--- src/rtl/qcs_pkg.sv ---
// shared types and constants of the quadrature counter and speed estimator
package qcs_pkg;

  localparam int unsigned AddrW = 4;
  localparam int unsigned DataW = 32;

  // request codes of the input channel
  localparam logic [1:0] REQ_SAMPLE = 2'd0;
  localparam logic [1:0] REQ_UPDATE = 2'd1;
  localparam logic [1:0] REQ_CLEAR  = 2'd2;

  // counting pin codes
  localparam logic [1:0] SEL_PIN_A = 2'd0;
  localparam logic [1:0] SEL_PIN_B = 2'd1;

  // register indexes
  localparam logic [1:0] REG_EDGE_SEL = 2'd0;
  localparam logic [1:0] REG_MIN_INT  = 2'd1;
  localparam logic [1:0] REG_ALPHA    = 2'd2;

  localparam logic [1:0]  EDGE_SEL_RST = 2'd0;
  localparam logic [19:0] MIN_INT_RST  = 20'd10000;
  localparam logic [16:0] ALPHA_RST    = 17'd19661;

  localparam logic [16:0]        ALPHA_ONE  = 17'd65536;
  localparam logic signed [20:0] RATE_SCALE = 21'sd1000000;

  typedef struct packed {
    logic [1:0]  edge_sel;
    logic [19:0] min_int;
    logic [16:0] alpha;
  } cfg_t;

endpackage

--- src/rtl/qcs_regs.sv ---
// configuration registers behind the apb-style port
module qcs_regs (
  input  logic                       clk,
  input  logic                       rst_n,
  input  logic                       psel,
  input  logic                       penable,
  input  logic                       pwrite,
  input  logic [qcs_pkg::AddrW-1:0]  paddr,
  input  logic [qcs_pkg::DataW-1:0]  pwdata,
  output logic [qcs_pkg::DataW-1:0]  prdata,
  output logic                       pready,
  output qcs_pkg::cfg_t              cfg
);
  import qcs_pkg::*;

  cfg_t cfg_r;
  logic wr_en;

  assign pready = 1'b1;
  assign wr_en  = psel && penable && pwrite;
  assign cfg    = cfg_r;

  always_ff @(posedge clk) begin
    if (!rst_n) begin
      cfg_r.edge_sel <= EDGE_SEL_RST;
      cfg_r.min_int  <= MIN_INT_RST;
      cfg_r.alpha    <= ALPHA_RST;
    end else if (wr_en) begin
      case (paddr[3:2])
        REG_EDGE_SEL: cfg_r.edge_sel <= pwdata[1:0];
        REG_MIN_INT:  cfg_r.min_int  <= pwdata[19:0];
        REG_ALPHA:    cfg_r.alpha    <= pwdata[16:0];
        default: ;
      endcase
    end
  end

  always_comb begin
    case (paddr[3:2])
      REG_EDGE_SEL: prdata = {30'd0, cfg_r.edge_sel};
      REG_MIN_INT:  prdata = {12'd0, cfg_r.min_int};
      REG_ALPHA:    prdata = {15'd0, cfg_r.alpha};
      default:      prdata = '0;
    endcase
  end

endmodule

--- src/rtl/qcs_div.sv ---
// restoring divider, one quotient bit per cycle, 32-bit quotient
module qcs_div (
  input  logic        clk,
  input  logic        rst_n,
  input  logic        start,
  input  logic [31:0] num_hi,
  input  logic [31:0] num_lo,
  input  logic [31:0] den,
  output logic        done,
  output logic [31:0] quo
);
  import qcs_pkg::*;

  logic [31:0] rem_r;
  logic [31:0] lo_r;
  logic [31:0] den_r;
  logic [4:0]  cnt_r;
  logic        busy_r;
  logic        done_r;
  logic [32:0] trial;
  logic [32:0] diff;
  logic        fits;

  // num_hi is below den, so the remainder always stays within 32 bits
  assign trial = {rem_r, lo_r[31]};
  assign diff  = trial - {1'b0, den_r};
  assign fits  = trial >= {1'b0, den_r};

  always_ff @(posedge clk) begin
    if (!rst_n) begin
      busy_r <= 1'b0;
      done_r <= 1'b0;
      cnt_r  <= '0;
    end else begin
      done_r <= 1'b0;
      if (start) begin
        busy_r <= 1'b1;
        cnt_r  <= '0;
      end else if (busy_r) begin
        cnt_r <= cnt_r + 5'd1;
        if (cnt_r == 5'd31) begin
          busy_r <= 1'b0;
          done_r <= 1'b1;
        end
      end
    end
    if (start) begin
      rem_r <= num_hi;
      lo_r  <= num_lo;
      den_r <= den;
    end else if (busy_r) begin
      rem_r <= fits ? diff[31:0] : trial[31:0];
      lo_r  <= {lo_r[30:0], fits};
    end
  end

  assign done = done_r;
  assign quo  = lo_r;

endmodule

--- src/rtl/quadrature_counter_speed_core.sv ---
// quadrature encoder channel: 2x tick counter with smoothed speed estimate
//
// input channel (in_valid/in_stall) takes one request per transaction:
// a pin sample, a speed update carrying a microsecond time, or a counter
// clear. every transaction yields exactly one result on the out channel
// (out_valid/out_stall) showing count, speed, active flag and whether the
// speed changed.
// samples, clears and updates that fall inside the minimum interval are
// handled in the idle state: the result is valid the cycle after acceptance.
// an update that takes effect runs through one shared multiplier and a
// bit-serial divider; the 32 divider steps dominate, and the divider is
// skipped when the rate saturates before it would start. in_stall stays high
// until the sequencer returns to idle.
// the output register holds a result while out_stall is high; a new request
// is taken only once the output register is free or being emptied.
// synchronous reset clears the count, prior count, prior time and speed,
// sets the stored pin levels to one and restores the register defaults.
// configuration sits on an apb-style port, registers at byte offsets 0, 4, 8.
module quadrature_counter_speed_core (
  input  logic                       clk,
  input  logic                       rst_n,
  input  logic                       in_valid,
  output logic                       in_stall,
  input  logic [1:0]                 in_req_type,
  input  logic                       in_pin_a,
  input  logic                       in_pin_b,
  input  logic [31:0]                in_now_us,
  output logic                       out_valid,
  input  logic                       out_stall,
  output logic signed [31:0]         out_count,
  output logic signed [31:0]         out_speed,
  output logic                       out_active,
  output logic                       out_speed_updated,
  input  logic                       psel,
  input  logic                       penable,
  input  logic                       pwrite,
  input  logic [qcs_pkg::AddrW-1:0]  paddr,
  input  logic [qcs_pkg::DataW-1:0]  pwdata,
  output logic [qcs_pkg::DataW-1:0]  prdata,
  output logic                       pready
);
  import qcs_pkg::*;

  typedef enum logic [3:0] {
    ST_IDLE,
    ST_MUL_RATE,
    ST_DIV_LOAD,
    ST_DIV_RUN,
    ST_RATE,
    ST_MUL_OLD,
    ST_MUL_NEW,
    ST_SUM,
    ST_FIN
  } state_t;

  cfg_t cfg;

  state_t state_r, state_nxt;

  logic [31:0]        tick_r, tick_nxt;
  logic               last_a_r, last_a_nxt;
  logic               last_b_r, last_b_nxt;
  logic               seen_r, seen_nxt;
  logic [31:0]        prior_cnt_r, prior_cnt_nxt;
  logic [31:0]        prior_time_r, prior_time_nxt;
  logic signed [31:0] speed_r, speed_nxt;
  logic               out_valid_r, out_valid_nxt;

  logic [31:0]        d_r, d_nxt;
  logic [31:0]        dt_r, dt_nxt;
  logic signed [53:0] prod_r, prod_nxt;
  logic signed [49:0] acc_r, acc_nxt;
  logic signed [31:0] rate_r, rate_nxt;
  logic               ovf_r, ovf_nxt;

  logic               out_load;
  logic [31:0]        out_count_nxt;
  logic signed [31:0] out_speed_nxt;
  logic               out_active_nxt;
  logic               out_upd_nxt;
  logic [31:0]        out_count_r;
  logic signed [31:0] out_speed_r;
  logic               out_active_r;
  logic               out_upd_r;

  logic               out_free;
  logic               in_acc;
  logic [31:0]        dt;
  logic [19:0]        min_eff;
  logic [16:0]        alpha_eff;
  logic [16:0]        w_old;
  logic [31:0]        mag;

  logic signed [32:0] mul_a;
  logic signed [20:0] mul_b;
  logic signed [53:0] mul_p;

  logic [63:0]        num;
  logic               div_start;
  logic               div_done;
  logic [31:0]        div_quo;

  logic [31:0]        q_cl;
  logic [49:0]        acc_mag;
  logic [49:0]        acc_rnd;
  logic [33:0]        acc_q;
  logic [31:0]        acc_cl;
  logic signed [31:0] speed_fin;

  qcs_regs u_regs (
    .clk     (clk),
    .rst_n   (rst_n),
    .psel    (psel),
    .penable (penable),
    .pwrite  (pwrite),
    .paddr   (paddr),
    .pwdata  (pwdata),
    .prdata  (prdata),
    .pready  (pready),
    .cfg     (cfg)
  );

  qcs_div u_div (
    .clk    (clk),
    .rst_n  (rst_n),
    .start  (div_start),
    .num_hi (num[63:32]),
    .num_lo (num[31:0]),
    .den    (dt_r),
    .done   (div_done),
    .quo    (div_quo)
  );

  assign out_free  = !out_valid_r || !out_stall;
  assign in_stall  = (state_r != ST_IDLE) || !out_free;
  assign in_acc    = in_valid && !in_stall;

  assign dt        = in_now_us - prior_time_r;
  assign min_eff   = (cfg.min_int == 20'd0) ? 20'd1 : cfg.min_int;
  assign alpha_eff = (cfg.alpha > ALPHA_ONE) ? ALPHA_ONE : cfg.alpha;
  assign w_old     = ALPHA_ONE - alpha_eff;
  assign mag       = d_r[31] ? (~d_r + 32'd1) : d_r;

  // shared multiplier: rate numerator, then both blend terms
  always_comb begin
    case (state_r)
      ST_MUL_RATE: begin
        mul_a = $signed({1'b0, mag});
        mul_b = RATE_SCALE;
      end
      ST_MUL_OLD: begin
        mul_a = {speed_r[31], speed_r};
        mul_b = $signed({4'd0, w_old});
      end
      ST_MUL_NEW: begin
        mul_a = {rate_r[31], rate_r};
        mul_b = $signed({4'd0, alpha_eff});
      end
      default: begin
        mul_a = '0;
        mul_b = '0;
      end
    endcase
  end
  assign mul_p = mul_a * mul_b;

  // ticks*256e6 plus half of dt for round-to-nearest
  assign num = {4'd0, prod_r[51:0], 8'd0} + {33'd0, dt_r[31:1]};

  // clamp quotient magnitude to 2^31
  assign q_cl = (ovf_r || (div_quo > 32'h8000_0000)) ? 32'h8000_0000 : div_quo;

  // blend result divided by 65536, nearest with ties away from zero
  assign acc_mag   = acc_r[49] ? (~acc_r + 50'd1) : acc_r;
  assign acc_rnd   = acc_mag + 50'd32768;
  assign acc_q     = acc_rnd[49:16];
  assign acc_cl    = (acc_q > 34'h0_8000_0000) ? 32'h8000_0000 : acc_q[31:0];
  assign speed_fin = acc_r[49] ? -$signed(acc_cl)
                   : (acc_cl[31] ? 32'sh7fff_ffff : $signed(acc_cl));

  always_comb begin
    state_nxt      = state_r;
    tick_nxt       = tick_r;
    last_a_nxt     = last_a_r;
    last_b_nxt     = last_b_r;
    seen_nxt       = seen_r;
    prior_cnt_nxt  = prior_cnt_r;
    prior_time_nxt = prior_time_r;
    speed_nxt      = speed_r;
    d_nxt          = d_r;
    dt_nxt         = dt_r;
    prod_nxt       = prod_r;
    acc_nxt        = acc_r;
    rate_nxt       = rate_r;
    ovf_nxt        = ovf_r;
    div_start      = 1'b0;
    out_load       = 1'b0;
    out_upd_nxt    = 1'b0;

    case (state_r)
      ST_IDLE: begin
        if (in_acc) begin
          out_load = 1'b1;
          case (in_req_type)
            REQ_SAMPLE: begin
              if (cfg.edge_sel == SEL_PIN_A && in_pin_a != last_a_r) begin
                tick_nxt = tick_r + ((in_pin_a == in_pin_b) ? 32'hffff_ffff : 32'd1);
              end else if (cfg.edge_sel == SEL_PIN_B && in_pin_b != last_b_r) begin
                tick_nxt = tick_r + ((in_pin_b == in_pin_a) ? 32'd1 : 32'hffff_ffff);
              end
              last_a_nxt = in_pin_a;
              last_b_nxt = in_pin_b;
              seen_nxt   = 1'b1;
            end
            REQ_UPDATE: begin
              if (dt >= {12'd0, min_eff}) begin
                out_load       = 1'b0;
                d_nxt          = tick_r - prior_cnt_r;
                dt_nxt         = dt;
                prior_cnt_nxt  = tick_r;
                prior_time_nxt = in_now_us;
                state_nxt      = ST_MUL_RATE;
              end
            end
            REQ_CLEAR: begin
              tick_nxt      = '0;
              prior_cnt_nxt = '0;
              speed_nxt     = '0;
            end
            default: ;
          endcase
        end
      end
      ST_MUL_RATE: begin
        prod_nxt  = mul_p;
        state_nxt = ST_DIV_LOAD;
      end
      ST_DIV_LOAD: begin
        // quotient of 2^32 or more saturates without running the divider
        ovf_nxt = num[63:32] >= dt_r;
        if (num[63:32] >= dt_r) begin
          state_nxt = ST_RATE;
        end else begin
          div_start = 1'b1;
          state_nxt = ST_DIV_RUN;
        end
      end
      ST_DIV_RUN: begin
        if (div_done) begin
          state_nxt = ST_RATE;
        end
      end
      ST_RATE: begin
        rate_nxt  = d_r[31] ? -$signed(q_cl)
                  : (q_cl[31] ? 32'sh7fff_ffff : $signed(q_cl));
        state_nxt = ST_MUL_OLD;
      end
      ST_MUL_OLD: begin
        acc_nxt   = mul_p[49:0];
        state_nxt = ST_MUL_NEW;
      end
      ST_MUL_NEW: begin
        prod_nxt  = mul_p;
        state_nxt = ST_SUM;
      end
      ST_SUM: begin
        acc_nxt   = acc_r + prod_r[49:0];
        state_nxt = ST_FIN;
      end
      ST_FIN: begin
        if (out_free) begin
          speed_nxt   = speed_fin;
          out_load    = 1'b1;
          out_upd_nxt = 1'b1;
          state_nxt   = ST_IDLE;
        end
      end
      default: state_nxt = ST_IDLE;
    endcase

    out_count_nxt  = tick_nxt;
    out_speed_nxt  = speed_nxt;
    out_active_nxt = seen_nxt;
    out_valid_nxt  = out_load || (out_valid_r && out_stall);
  end

  always_ff @(posedge clk) begin
    if (!rst_n) begin
      state_r      <= ST_IDLE;
      out_valid_r  <= 1'b0;
      tick_r       <= '0;
      last_a_r     <= 1'b1;
      last_b_r     <= 1'b1;
      seen_r       <= 1'b0;
      prior_cnt_r  <= '0;
      prior_time_r <= '0;
      speed_r      <= '0;
    end else begin
      state_r      <= state_nxt;
      out_valid_r  <= out_valid_nxt;
      tick_r       <= tick_nxt;
      last_a_r     <= last_a_nxt;
      last_b_r     <= last_b_nxt;
      seen_r       <= seen_nxt;
      prior_cnt_r  <= prior_cnt_nxt;
      prior_time_r <= prior_time_nxt;
      speed_r      <= speed_nxt;
    end
    d_r    <= d_nxt;
    dt_r   <= dt_nxt;
    prod_r <= prod_nxt;
    acc_r  <= acc_nxt;
    rate_r <= rate_nxt;
    ovf_r  <= ovf_nxt;
    if (out_load) begin
      out_count_r  <= out_count_nxt;
      out_speed_r  <= out_speed_nxt;
      out_active_r <= out_active_nxt;
      out_upd_r    <= out_upd_nxt;
    end
  end

  assign out_valid         = out_valid_r;
  assign out_count         = $signed(out_count_r);
  assign out_speed         = out_speed_r;
  assign out_active        = out_active_r;
  assign out_speed_updated = out_upd_r;

  // divider finishes only while the sequencer waits for it
  a_div_done_in_run: assert property (@(posedge clk) disable iff (!rst_n)
    div_done |-> state_r == ST_DIV_RUN)
    else $error("divider done outside of its wait state");

  // a clear shows zero count and speed without an update flag
  a_clear_result: assert property (@(posedge clk) disable iff (!rst_n)
    (in_acc && in_req_type == REQ_CLEAR) |=>
      (out_valid && out_count == 32'sd0 && out_speed == 32'sd0 && !out_speed_updated))
    else $error("clear transaction gave a wrong result");

  // finishing an update always delivers a flagged result
  a_update_result: assert property (@(posedge clk) disable iff (!rst_n)
    (state_r == ST_FIN && out_free) |=>
      (out_valid && out_speed_updated && state_r == ST_IDLE))
    else $error("speed update result missing");

endmodule
--- config.mk ---
export PLATFORM = sky130hd
export DESIGN_NAME = quadrature_counter_speed_core
export DESIGN_NICKNAME = d
export VERILOG_FILES = /design/src/rtl/qcs_pkg.sv /design/src/rtl/qcs_regs.sv /design/src/rtl/qcs_div.sv /design/src/rtl/quadrature_counter_speed_core.sv
export SDC_FILE = /design/constraint.sdc
export NUM_CORES = 2
export LEC_CHECK = 0
export ABC_AREA = 1
export BUFFER_PORTS_ARGS = -buffer_cell sky130_fd_sc_hd__buf_2
export CAP_MARGIN = 15
export CORE_UTILIZATION = 30
export CTS_CLUSTER_SIZE = 8
export DETAILED_ROUTE_END_ITERATION = 10
export PLACE_DENSITY = 0.46
export RECOVER_POWER = 25
export SLEW_MARGIN = 20
export SYNTH_ARGS = -nofsm -noshare
export SYNTH_HDL_FRONTEND = slang
export SYNTH_SLANG_ARGS = --single-unit
--- constraint.sdc ---
create_clock -name clk -period 29.3 [get_ports clk]
set_input_delay 4.395 -clock clk [delete_from_list [all_inputs] [get_ports clk]]
set_output_delay 4.395 -clock clk [all_outputs]
set_load 0.02 [all_outputs]
==> results.cfg <==
[run_status]
status = finished, violations left
violations = max-capacitance violations, max-slew violations

[clock_tree]
h-tree-depth = 3
clock_latency_ns = 0.73
ctsResizeCount = 0
cts_max_path_buffers = 3
clockRootBuffer = clkbuf_16
cts.sinks = 543
clkTransAtPathRegs_ns = 0.05
cts_tree = built
cts.hold.buffers_added = 0
postCtsSetupBuffers = 0
numCtsBuffers = 82

[drt]
vias = 52900
firstDrtPassIters = 6
drc_errors = 0
avgRoutedWirePerCell_um = 20.8
antenna_left = 0
drt-initial-drc-count = 3842
drt-total-wl_um = 225000
avgViaCountPerCell = 4.89

[yosys]
netlist_instances = 7957
avgSynthCellArea_sq_um = 7.73
ys.warnings.count = 0
yosysTopAreaCell = fa_1
synth_ff_type = edfxtp_1
yosysUniqueCellTypes = 64
ys_seq_area_share_pct = 23.6
synth_area_leaders = fa_1, edfxtp_1, nand2_1
synth-seq-cells = 543
synthArstFlopShare_pct = 0
synth_edf_count = 361
synth_top_area_share_pct = 21.0
synth_area_sq_um = 61500

[worst_setup_path]
critPathMaxFanout = 61
critPathArrivalTime_ns = 14.13
required_ns = 29.86
critical_path_class = reg2reg
r2r_cells = 38
cp-start-kind = flop
cpMostUsedCell = inv_1
startpoint = d_r[31]$_DFFE_PP_
cpMaxStageDelayCell = clkbuf_1
endpoint_kind = flop
max_stage_delay_ns = 1.93
timing.rr.start = d_r[31]$_DFFE_PP_

[power_and_ir_drop]
p_leak_nw = 31.9
ir_drop_v = 0.0000505
power.density_nw_per_um2 = 68.1

[timing]
slew-limit-headroom_pct = -129
hold_violations = 0
fmax_mhz = 73.7
final.setup.tns_ns = 0
drv_slew = 292
worst_clock_skew_ns = 0.0574
worst_slew_pin_slew_ns = 3.43
rsz0062_at_grt = false
setup_viol = 0
period_needed_ns = 13.58
post-route-period-util_pct = 46.3

[place]
gp_congestion = 0.942
port_buffers = 152
postPlaceCellArea_sq_um = 65400
post-dp-hpwl_um = 184000

[final_layout]
layout.nets = 9207
layout_common_cells = nand2_1, inv_1, nor2_1
fillers = 21700
ff_latch_area_sq_um = 14500
final_cell_area_sq_um = 68000
final_common_cell = nand2_1
drive_gt1_share_pct = 5.44
area_growth_pct = 10.6
multi_input_area_sq_um = 40300

[global_route]
grt-ovfl-total = 0
track_usage_pct = 21.8
antenna_found_initial = 16
grt_pass1_vias = 52400
grt_max_degree = 92
grt_pass1_wl_um = 336000

[floorplanning]
fp.dieArea_sq_um = 207000
core_area_sq_um = 203000
ios = 180
die_h_um = 455
core.rowCount = 165
die_w_um = 455
initial_core_util_pct = 30.3

[job]
drv_cap = 6

[hold_path]
worstHoldStart = dt_r[3]$_DFFE_PP_
hold_class = reg2reg
hold_depth = 0
## registers in the layout, indices dropped and copies added (netlist names), 4 cells and up
signal / count
rate_r: 32
prior_time_r: 32
state_r: 4
tick_r: 32
prod_r: 52
acc_r: 50
prior_cnt_r: 32
u_div.rem_r: 32
u_regs.cfg: 39
u_div.den_r: 32
u_div.quo: 32
dt_r: 32
out_speed: 32
out_count: 32
d_r: 32
u_div.cnt_r: 5
speed_r: 32
## layout make-up
cell class / count / share of cell area (%)
diodes: 12 / 0.0442
clock buffers: 130 / 3.35
clock inverters: 12 / 0.368
inverters: 1572 / 8.69
multi-input cells: 5627 / 59.3
flip-flops and latches: 543 / 21.3
well taps: 2672 / 4.92
repair buffers: 242 / 2.04
## critical path: cells and delay by family (launching register included)
family | cells | cell delay, ns
flops | 1 | 0.31
fa+ha+maj | 8 | 2.98
compound gates | 15 | 3.94
simple gates | 4 | 0.66
buf+inv | 10 | 4.93
xor+xnor | 1 | 0.55
## routing by layer
| metal | wire (um) | track usage (%) | share of wire, % | vias up |
|---|---|---|---|---|
| met5 | 27 | 0 | 0.012 | - |
| met4 | 11900 | 9.59 | 5.3 | 4 |
| met3 | 9130 | 2.34 | 4.1 | 303 |
| met2 | 104000 | 36.1 | 46 | 1277 |
| met1 | 99200 | 28.6 | 44 | 25900 |
| li1 | - | - | - | 25400 |
## per-stage QoR
step	utilization (%)	total power, mW	std cells	hold WS [ns]	setup WS (ns)
after floorplan	-	2.83	7970	0.426	19.71
final	33.5	4.63	10800	0.447	15.72
after global routing	33.5	4.99	10800	0.461	15.29
after detailed placement	32.2	3.70	10700	0.437	17.17
after CTS	33.5	4.67	10800	0.449	17.06
after global placement	32.2	3.69	10700	0.436	17.12
## report_power, final
| part | internal, mW | total (mW) | switching [mW] |
|---|---|---|---|
| Sequential | 1.09 | 1.20 | 0.114 |
| Combinational | 0.779 | 2.48 | 1.71 |
| Clock | 0.552 | 0.941 | 0.389 |
## synthesized netlist by cell type, types with 14 or more instances
library cell  count
a21boi_0         21
a21oi_1         531
a22o_1           23
a31oi_1          36
buf_1            15
buf_2            25
buf_4            17
clkbuf_1        169
clkinv_1         18
dfxtp_1         182
edfxtp_1        361
fa_1            646
ha_1            414
inv_1          1544
nand2_1        1561
nand2_2          29
nand3_1         253
nand3b_1         25
nand4_1          64
nor2_1          844
nor2_2           14
nor3_1           71
nor4_1           27
o211ai_1         45
o21a_1           21
o21ai_0         488
o21ai_1          30
o21bai_1         29
o22ai_1          16
o31ai_1          19
xnor2_1         108
xor2_1          173
## path summary, 6_finish.rpt
kind / slack, ns / endpoint
min reg2reg: 0.45 / u_div.den_r[3]$_DFFE_PP_
max: 15.72 / acc_r[46]$_DFFE_PP_
max reg2reg: 15.72 / acc_r[46]$_DFFE_PP_
min: 0.45 / u_div.den_r[3]$_DFFE_PP_
## cell families after synthesis
family | count (synthesis) | synth area share, %
AOI/OAI and AO/OA | 1339 | 12.2
DFF | 543 | 23.6
xor gates and xnor gates | 281 | 4.00
adders and majority gates | 1060 | 29.5
muxes | 1 | 0.0163
other | 2 | 0.0122
and+or+nand+nor | 2931 | 19.6
buffers and inverters | 1800 | 11.2
(Power assumes the default switching activity.)
